==> config.mk <==
export PLATFORM = sky130hd
export DESIGN_NAME = deadline_timeout_scheduler
export DESIGN_NICKNAME = d
export VERILOG_FILES = /design/src/rtl/dts_pkg.sv /design/src/rtl/deadline_timeout_scheduler.sv
export VERILOG_INCLUDE_DIRS = /design/src /design/src/rtl
export SDC_FILE = /design/constraint.sdc
export NUM_CORES = 1
export LEC_CHECK = 0
export BUFFER_PORTS_ARGS = -buffer_cell sky130_fd_sc_hd__buf_2
export CAP_MARGIN = 20
export CORE_MARGIN = 1
export CORE_UTILIZATION = 55
export DETAILED_ROUTE_END_ITERATION = 10
export PLACE_DENSITY_LB_ADDON = 0.08
export SLEW_MARGIN = 5
export SYNTH_ARGS = -nofsm -noshare
export SYNTH_HDL_FRONTEND = slang
export SYNTH_SLANG_ARGS = --single-unit
==> constraint.sdc <==
create_clock -name i_clk -period 7 [get_ports i_clk]
set_clock_uncertainty 0.2 [all_clocks]
set_input_delay 0 -clock i_clk [delete_from_list [all_inputs] [get_ports i_clk]]
set_output_delay 0 -clock i_clk [all_outputs]
set_load 0.01 [all_outputs]
==> src/rtl/assert_macros.svh <==
// assertion macros used by the deadline timeout scheduler rtl
`ifndef ASSERT_MACROS_SVH
`define ASSERT_MACROS_SVH

// clocked property, checked only out of reset
`define ASSERT_CLK(label, clk, rst_n, prop, msg) \
    label: assert property (@(posedge clk) disable iff (!rst_n) prop) else $error(msg);

// implication, checked only out of reset
`define ASSERT_IMPL(label, clk, rst_n, cond, prop, msg) \
    label: assert property (@(posedge clk) disable iff (!rst_n) (cond) |-> (prop)) \
        else $error(msg);

`endif

==> src/rtl/dts_pkg.sv <==
// constants and types of the deadline timeout scheduler
package dts_pkg;

    localparam int NUM_TASKS = 16;
    localparam int TIME_BITS = 48;
    localparam int MAX_OUT   = 16;

    localparam int IDX_W  = (NUM_TASKS > 1) ? $clog2(NUM_TASKS) : 1;
    localparam int ADDR_W = $clog2(NUM_TASKS + 1);
    localparam int CNT_W  = $clog2(MAX_OUT + 1);

    localparam logic [1:0] OP_ARM    = 2'd0;
    localparam logic [1:0] OP_CANCEL = 2'd1;
    localparam logic [1:0] OP_TICK   = 2'd2;

    localparam logic [2:0] ST_ARMED     = 3'd0;
    localparam logic [2:0] ST_IGNORED   = 3'd1;
    localparam logic [2:0] ST_CANCELLED = 3'd2;
    localparam logic [2:0] ST_CANCEL_NO = 3'd3;
    localparam logic [2:0] ST_EXPIRED   = 3'd4;
    localparam logic [2:0] ST_QUIET     = 3'd5;

    typedef logic [TIME_BITS-1:0] t_time;

    typedef enum logic [1:0] {
        S_IDLE = 2'b01,
        S_SCAN = 2'b10
    } t_state;

endpackage

==> src/rtl/deadline_timeout_scheduler.sv <==
// deadline timeout scheduler: deadline memory with repeated expiry scans
//
//  channel | direction | valid / ready             | payload
//  in      | input     | i_in_valid / o_in_ready   | i_opcode, i_task_id, i_delay_ms
//  out     | output    | o_out_valid / i_out_ready | o_status, o_task_id_out, o_last
//
// arm and cancel each give one result; unused opcode three gives no result.
// a tick runs scan rounds over the deadline memory, one read per cycle; each round
// picks the earliest expired task. k expiries below MAX_OUT need k + 1 rounds,
// and MAX_OUT expiries need MAX_OUT rounds.
// synchronous active-low reset clears pending bits, time and control; memory is not cleared.
// a stalled output holds the scan at the end of its round until the result slot frees.
`include "assert_macros.svh"

module deadline_timeout_scheduler import dts_pkg::*; (
    input  logic        i_clk,
    input  logic        i_rst_n,
    input  logic        i_in_valid,
    output logic        o_in_ready,
    input  logic [1:0]  i_opcode,
    input  logic [3:0]  i_task_id,
    input  logic [31:0] i_delay_ms,
    output logic        o_out_valid,
    input  logic        i_out_ready,
    output logic [2:0]  o_status,
    output logic [3:0]  o_task_id_out,
    output logic        o_last
);

    localparam logic [ADDR_W-1:0] ADDR_END = ADDR_W'(NUM_TASKS);
    localparam t_time             TIME_MAX = '1;

    t_time             r_mem [NUM_TASKS];
    t_state            r_state;
    logic [NUM_TASKS-1:0] r_pending;
    t_time             r_now;
    logic              r_o_valid;
    logic [2:0]        r_o_status;
    logic [3:0]        r_o_id;
    logic              r_o_last;
    logic [ADDR_W-1:0] r_addr;
    logic              r_rd_vld;
    logic [IDX_W-1:0]  r_rd_idx;
    t_time             r_rd_data;
    logic              r_have_best;
    t_time             r_best_dl;
    logic [IDX_W-1:0]  r_best_idx;
    logic              r_held_v;
    logic [IDX_W-1:0]  r_held_idx;
    logic [CNT_W-1:0]  r_cnt;

    logic              out_free;
    logic              in_xfer;
    logic              id_ok;
    logic [IDX_W-1:0]  id_idx;
    logic [TIME_BITS:0] arm_sum;
    t_time             n_deadline;
    t_time             n_now;
    logic              rd_en;
    logic              round_done;
    logic              better;
    logic              arm_wr;

    assign out_free   = !r_o_valid || i_out_ready;
    assign o_in_ready = (r_state == S_IDLE) && out_free;
    assign in_xfer    = i_in_valid && o_in_ready;
    assign id_ok      = 32'(i_task_id) < 32'(NUM_TASKS);
    assign id_idx     = IDX_W'(i_task_id);

    assign arm_sum    = {1'b0, r_now} + (TIME_BITS + 1)'(i_delay_ms);
    assign n_deadline = arm_sum[TIME_BITS] ? TIME_MAX : arm_sum[TIME_BITS-1:0];
    assign n_now      = (r_now == TIME_MAX) ? TIME_MAX : r_now + TIME_BITS'(1);

    assign arm_wr     = in_xfer && (i_opcode == OP_ARM) && id_ok && !r_pending[id_idx];
    assign rd_en      = (r_state == S_SCAN) && (r_addr != ADDR_END);
    assign round_done = (r_addr == ADDR_END) && !r_rd_vld;
    assign better     = r_rd_vld && r_pending[r_rd_idx] && (r_rd_data <= r_now)
                        && (!r_have_best || (r_rd_data < r_best_dl));

    always_ff @(posedge i_clk) begin
        if (arm_wr) begin
            r_mem[id_idx] <= n_deadline;
        end
        if (rd_en) begin
            r_rd_data <= r_mem[r_addr[IDX_W-1:0]];
        end
    end

    always_ff @(posedge i_clk) begin
        if (!i_rst_n) begin
            r_state     <= S_IDLE;
            r_pending   <= '0;
            r_now       <= '0;
            r_o_valid   <= 1'b0;
            r_rd_vld    <= 1'b0;
            r_have_best <= 1'b0;
            r_held_v    <= 1'b0;
            r_addr      <= '0;
            r_cnt       <= '0;
        end else begin
            if (i_out_ready) begin
                r_o_valid <= 1'b0;
            end
            r_rd_vld <= 1'b0;
            unique case (r_state)
                S_IDLE: begin
                    if (in_xfer) begin
                        case (i_opcode)
                            OP_ARM: begin
                                r_o_valid <= 1'b1;
                                r_o_last  <= 1'b1;
                                r_o_id    <= i_task_id;
                                if (!id_ok || r_pending[id_idx]) begin
                                    r_o_status <= ST_IGNORED;
                                end else begin
                                    r_o_status         <= ST_ARMED;
                                    r_pending[id_idx]  <= 1'b1;
                                end
                            end
                            OP_CANCEL: begin
                                r_o_valid <= 1'b1;
                                r_o_last  <= 1'b1;
                                r_o_id    <= i_task_id;
                                if (id_ok && r_pending[id_idx]) begin
                                    r_o_status        <= ST_CANCELLED;
                                    r_pending[id_idx] <= 1'b0;
                                end else begin
                                    r_o_status <= ST_CANCEL_NO;
                                end
                            end
                            OP_TICK: begin
                                r_now       <= n_now;
                                r_state     <= S_SCAN;
                                r_addr      <= '0;
                                r_have_best <= 1'b0;
                                r_held_v    <= 1'b0;
                                r_cnt       <= '0;
                            end
                            default: begin
                            end
                        endcase
                    end
                end
                S_SCAN: begin
                    if (rd_en) begin
                        r_rd_vld <= 1'b1;
                        r_rd_idx <= r_addr[IDX_W-1:0];
                        r_addr   <= r_addr + ADDR_W'(1);
                    end
                    if (better) begin
                        r_have_best <= 1'b1;
                        r_best_dl   <= r_rd_data;
                        r_best_idx  <= r_rd_idx;
                    end
                    if (round_done) begin
                        if (r_have_best) begin
                            if (!r_held_v || out_free) begin
                                r_pending[r_best_idx] <= 1'b0;
                                if (r_held_v) begin
                                    r_o_valid  <= 1'b1;
                                    r_o_status <= ST_EXPIRED;
                                    r_o_id     <= 4'(r_held_idx);
                                    r_o_last   <= 1'b0;
                                end
                                r_held_v    <= 1'b1;
                                r_held_idx  <= r_best_idx;
                                r_have_best <= 1'b0;
                                r_cnt       <= r_cnt + CNT_W'(1);
                                r_addr      <= (r_cnt == CNT_W'(MAX_OUT - 1)) ? ADDR_END : '0;
                            end
                        end else if (out_free) begin
                            r_o_valid <= 1'b1;
                            r_o_last  <= 1'b1;
                            if (r_held_v) begin
                                r_o_status <= ST_EXPIRED;
                                r_o_id     <= 4'(r_held_idx);
                            end else begin
                                r_o_status <= ST_QUIET;
                                r_o_id     <= 4'd0;
                            end
                            r_held_v <= 1'b0;
                            r_state  <= S_IDLE;
                        end
                    end
                end
                default: r_state <= S_IDLE;
            endcase
        end
    end

    assign o_out_valid   = r_o_valid;
    assign o_status      = r_o_status;
    assign o_task_id_out = r_o_id;
    assign o_last        = r_o_last;

    `ASSERT_IMPL(a_no_accept_in_scan, i_clk, i_rst_n, r_state == S_SCAN, !o_in_ready,
        "input accepted during expiry scan")
    `ASSERT_IMPL(a_held_only_in_scan, i_clk, i_rst_n, r_held_v, r_state == S_SCAN,
        "held expiry outside a scan")
    `ASSERT_IMPL(a_nonlast_in_scan, i_clk, i_rst_n, r_o_valid && !r_o_last,
        r_state == S_SCAN, "non-final result left pending after the scan")
    `ASSERT_CLK(a_time_only_on_tick, i_clk, i_rst_n,
        !(in_xfer && (i_opcode == OP_TICK)) |=> $stable(r_now),
        "time changed without a tick")

endmodule

Word level (Yosys, flattened, before mapping)
Memory sizes are Yosys's and may differ from the RTL's. A register that Yosys moved wholly into a read port is not among the register bits.
Index checks and enable logic that the tools add are counted.
{"block": "totals", "register_bits": 148, "mem_bits_rw": 768, "input_bits": 42, "wordCells": 177, "mem_count": 1}
{"memory": "r_mem", "depth": 16, "width": 48, "rd": 1, "rd_clocked_by_memory_dff": 1, "wr": 1, "line": "deadline_timeout_scheduler.sv:33", "source": "t_time r_mem [NUM_TASKS];"}
{"block": "classes", "add_sub_neg": 4, "n_lt_le_gt_ge": 7, "eq_ne": 22, "mux": 88, "bitwise": 5, "n_reduce_logical": 34}
{"op": "two-way mux 16 bit", "n": 6}
{"op": "two-way mux 48 bit", "n": 2}
{"op": "one-hot mux 16 bit (2 select lines)", "n": 2}
{"op": "two-way mux 5 bit", "n": 10}
{"op": "adder 48 x 32 -> 49 bit", "n": 1}
{"op": "adder 48 x 1 -> 48 bit, second input constant", "n": 1}
{"op": "== test 48 bit, second input constant", "n": 1}
{"op": "<= comparator 48 bit", "n": 1}
{"op": "< comparator 48 bit", "n": 1}
{"op": "two-way mux 1 bit", "n": 35}
{"op": "bitwise AND 16 bit", "n": 2}
{"op": "two-way mux 4 bit", "n": 8}
{"op": "NOT 16 bit", "n": 2}
{"op": "AND reduction 8 bit", "n": 3}
{"op": "one-hot mux 5 bit (2 select lines)", "n": 2}
{"op": "two-way mux 3 bit", "n": 6}
{"op": "OR 16 bit", "n": 1}
{"op": "< comparator 4 x 5 -> 1 bit, second input constant", "n": 3}
{"op": "inequality test 2 bit, second input constant", "n": 6}
{"op": "inequality test 3 bit, second input constant", "n": 4}
{"op": "one-hot mux 3 bit (2 select lines)", "n": 2}
{"op": "AND reduction 3 bit", "n": 4}
{"op": "AND reduction 6 bit", "n": 2}
{"op": "logical AND 1 bit", "n": 11}
{"op": "23 further kinds", "n": 44}

Depth between registers and ports, before layout
{"block": "logic_depth", "depth_word": 10, "mapped_depth": 13}

Worst setup path after synthesis
No wires, ideal clock.
{"block": "synth_path", "kind": "reg2reg", "from": "register r_now[33]", "to": "register r_best_dl[0] (enable)", "setup_ns": 0.526, "arrival_ns": 5.498, "required_ns": 6.274, "path_slack_ns": 0.776, "path_stages_with_launch": 11, "synth_period_minus_slack_ns": 6.224, "cell_sequence": "dfxtp_1 -> inv_1 -> ha_1 -> a21o_1 -> a21o_1 -> a2111oi_0 -> o22ai_1 -> nor2_1 -> o211ai_1 -> a21o_1 -> nor3_1"}
{"block": "synth_via", "elab_chain_cells": 4}
{"element": "start: declaration", "line": "deadline_timeout_scheduler.sv:36", "source": "t_time r_now;"}
{"element": "start signal: assignment", "line": "deadline_timeout_scheduler.sv:132", "source": "r_now <= n_now;"}
{"element": "<= comparator 48 bit", "line": "deadline_timeout_scheduler.sv:77", "source": "assign better = r_rd_vld && r_pending[r_rd_idx] && (r_rd_data <= r_now)"}
{"element": "logical AND 1 bit", "line": "deadline_timeout_scheduler.sv:77"}
{"element": "logical AND 1 bit", "line": "deadline_timeout_scheduler.sv:78", "source": "&& (!r_have_best || (r_rd_data < r_best_dl));"}
{"element": "AND reduction 3 bit (no source line)"}
{"element": "end signal: assignment", "line": "deadline_timeout_scheduler.sv:152", "source": "r_best_dl <= r_rd_data;"}
{"element": "end: declaration", "line": "deadline_timeout_scheduler.sv:46", "source": "t_time r_best_dl;"}
Every way passes these cells.
A chain may end at the register's enable or synchronous reset.

Worst setup path after layout
{"block": "layout_path", "from": "register r_now[0]", "to": "memory r_mem[12][31] (netlist bit) (data pin)"}
{"block": "layout_via", "elab_chain_cells": 2}
{"element": "adder 48 x 32 -> 49 bit", "line": "deadline_timeout_scheduler.sv:70", "source": "assign arm_sum = {1'b0, r_now} + (TIME_BITS + 1)'(i_delay_ms);"}
{"element": "two-way mux 48 bit", "line": "deadline_timeout_scheduler.sv:71", "source": "assign n_deadline = arm_sum[TIME_BITS] ? TIME_MAX : arm_sum[TIME_BITS-1:0];"}
{"element": "via n_deadline[31]", "line": "deadline_timeout_scheduler.sv:57", "source": "t_time n_deadline;"}
{"element": "end: declaration", "line": "deadline_timeout_scheduler.sv:33"}
The timed path passes the listed nets, and every way through them passes these cells.

==> metrics.md <==
| Metric | Value |
|---|---|
| Run status | completed |
| Post-synthesis xor/xnor area fraction | 0.01444 |
| Yosys warnings | 0 |
| Post-synthesis cell count | 2400 |
| H-tree levels | 3 |
| Total number of vias | 22761 |
| Top cell by count, worst path | buf_4 |
| Vias per Instance | 6.372 |
| # nets final | 2695 |
| Setup bufs post-CTS | 0 |
| Leakage Power | 15.36 nW |
| VDD IR max | 0.2064 mV |
| GPL Wtd Cong | 0.8915 |
| Syn Area/Cell | 17.18 µm² |
| Hold Vio Cnt, Final | 0 |
| Measured slew at the worst slew-check pin | 1.077 ns |
| Worst min-delay path class | in -> reg |
| Largest family of logic cells by synthesized area | multiplexers |
| Area grow syn2layout | 12.40% |
| Max Cap Viol | 0 |
| Worst setup SP type | flip-flop |
| Hold endpoint | r_mem[6][2] |
| Commonest non-fill, non-tap cell in the layout | edfxtp_1 |
| Final Cell Area | 0.04634 mm² |
| Die Span Y | 275.8 µm |
| Critical path class | reg -> reg |
| Total track usage | 0.2675 |
| Share of the synthesized area in the top cell type | 0.6438 |
| Clk sinks | 964 |
| CP max FO | 28 |
| Upper clock frequency limit | 211.8 MHz |
| Final Max Slew Viols | 0 |
| Synthesized area | 0.04123 mm² |
| CTS clock-pin slew for the worst setup and hold paths | 0.06 ns |
| Inserted Clock Buffers | 96 |
| Cell count of the worst hold path | 4 |
| Syn nets | 2577 |
| Family with the most delay on the worst path | compound AO/OA/AOI/OAI gates |
| Starting density of the core | 0.5548 |
| Rows | 100 |
| Post-synth EDFFs | 884 |
| R2R Setup Slk | 2.28 ns |
| Synth Flop Type | edfxtp_1 |
| Mux cell area share after synthesis | 0.1396 |
| Clk_lat worst skew | 0.65 ns |
| CTS tree | done |
| Leading area contributor after synthesis | edfxtp_1 |
| Finished Layout Cells | 3572 |
| Data required time of the worst path | 7.03 ns |
| Port Buffers | 51 |
| Period utilization | 0.6746 |
| FF-to-FF path depth | 12 |
| R2R Path Start | r_now[0] |
| Dpl hpwl | 57.95 mm |
| Inst Count DP | 3367 |
| Final count of negative-setup-slack endpoints | 0 |
| Arrival time worst endpoint | 4.75 ns |
| Total iterations of the first detailed-routing run | 8 |
| Simple-gate share of the synthesized area | 0.04953 |
| Largest net degree at the start of global routing | 146 |
| FF+latch count, synth | 964 |
| CP peak stage delay | 0.53 ns |
| Drt wl/cell | 27.86 µm |
| Drt drc | 0 |
| Critical path buffers and inverters | 2 |
| Ratio of cells with drive above 1 in the final layout | 0.2071 |
| Worst setup EP type | flip-flop |
| Post-route ant nets | 0 |
| Die Area | 0.07606 mm² |
| First DRT Iteration DRCs | 2320 |
| Share of synthesized registers carrying an async set or reset | 0 |
| First-pass GRT wire length | 147.1 mm |
| Dominant cells by area after synthesis | edfxtp_1 64%, mux4_2 14%, ha_1 4.1%, dfxtp_1 3.9%, a21oi_1 1.3% |
| Slowest-stage cell, CP | buf_4 |
| Util after Layout | 0.6236 |
| Seq/Total Area, Yosys | 0.6827 |
| Post-DP Area | 0.04285 mm² |
| Worst R2R End | r_mem[12][31] |
| Yosys cell types | 75 |
| Die width | 275.8 µm |
| Minimum clock period | 4.722 ns |
| I/O Pins | 52 |
| Core area | 0.07432 mm² |
| Clk root buf | clkbuf_16 |
| Total grt overflow | 0 |
| Slew headroom | 0.2772 |
| Vias in the first global route | 22639 |
| Initial antenna violation count | 3 |
| Setup TNS | 0 ns |
| Adder-Cell Fraction of Synth Area | 0.04115 |
| Most frequent cells in the layout | 884 x edfxtp_1, 249 x mux4_2, 133 x ha_1 |
| Hold Path Origin | i_delay_ms[2] |
| Worst-path cell chain | ha_1, fa_1, a21o_1, a221o_1, o211ai_1, o21ai_1, nor3_2, o311ai_2, buf_4, nand2_2, buf_4, nand3_1 |
| Total wire length | 99.53 mm |
| Compound-Gate Fraction of Synth Area | 0.05177 |
| Unrepaired setup endpoints after global routing | no |
| PwrDens | 273.3 mW/mm² |
| WHS | 0.1527 ns |
| Clk buf depth | 3 |
-- area by class of cell --
class                           instances  area [µm²]
Timing Repair Buffer                  122       855.8
Sequential cell                       964       28160
Antenna cell                            1       2.502
Fill cell                            5309       27980
Inverter                              120       450.4
Tap cell                              969        1212
Clock buffer                          129        2683
Clock inverter                         53       586.8
Multi-Input combinational cell       1214       12390
-- cells by family (layout without fill, tap and decap cells) --
| group | count (synthesis) | in the layout |
|---|---|---|
| other | 0 | 1 |
| XOR/XNOR | 68 | 68 |
| AO/OA/AOI/OAI | 341 | 341 |
| adder cells (fa/ha/maj) | 135 | 135 |
| buffers and inverters | 222 | 424 |
| AND/OR/NAND/NOR | 407 | 407 |
| multiplexers | 263 | 263 |
| flip-flops | 964 | 964 |
-- worst max-delay path by stage --
stage,startpoint,endpoint,slack (ns),depth (start not counted)
after detailed placement,r_now[0],r_mem[11][23],2.11,12
after global routing,r_now[0],r_mem[12][31],2.03,12
final,r_now[0],r_mem[12][31],2.28,12
after floorplan,r_now[33],r_best_dl[0],0.78,10
after CTS,r_now[0],r_mem[4][23],2.10,12
after global placement,r_now[0],r_mem[10][23],2.25,12
-- power by group --
part / switching [mW] / internal (mW)
clock: 2.13 / 3.17
combinational: 0.546 / 0.369
sequential: 0.0731 / 6.38
-- metrics by stage --
stage          total power, mW  setup slack, ns
4_1_cts                  12.74            2.102
6_report                 12.67            2.278
5_1_grt                  13.05            2.030
2_1_floorplan            7.185           0.7758
3_3_place_gp             7.450            2.251
3_5_place_dp             7.471            2.113
-- registers in the layout (all words and copies together) (netlist names), named ones only --
register and cells:
r_state 2, r_rd_vld 1, o_out_valid 1, r_addr 5
o_task_id_out 4, r_mem 768, r_best_idx 4, r_held_idx 4
r_best_dl 48, r_held_v 1, o_status 3, r_cnt 5
r_now 48, r_have_best 1, r_rd_data 48, o_last 1
r_rd_idx 4
-- cells in the mapped netlist, drive strengths merged (12+ instances only) --
cell,number
nor2b,20
o211ai,29
o21ai,59
nor2,91
nor3,25
or3,12
inv,119
a21o,47
and3,14
xnor2,57
a21oi,111
edfxtp,884
nand3,45
mux4,249
a31oi,29
nand4,42
nand2,111
clkbuf,75
ha,134
dfxtp,80
buf,27
-- routing by layer --
| layer | global-route usage | vias to the layer above | part of all wire |
|---|---|---|---|
| met3 | 0.03706 | 139 | 0.062 |
| met4 | 0.06998 | 4 | 0.021 |
| li1 | - | 9878 | - |
| met1 | 0.3941 | 11871 | 0.44 |
| met2 | 0.4240 | 869 | 0.48 |
| met5 | 0 | - | 0.00023 |
-- timing repair --
action,CTS,global route
hold buffers,18,0
gates resized for setup,0,0
endpoints found under the hold margin,81,0
-- tightest hold or removal path, delay by kind of cell --
kind | cells | cell delay, ns
buffers and inverters | 1 | 0.12
and+or+nand+nor | 1 | 0.36
adders and majority gates | 1 | 0.21
xor gates and xnor gates | 1 | 0.08
Note: power is estimated with default switching activity, not from simulation.
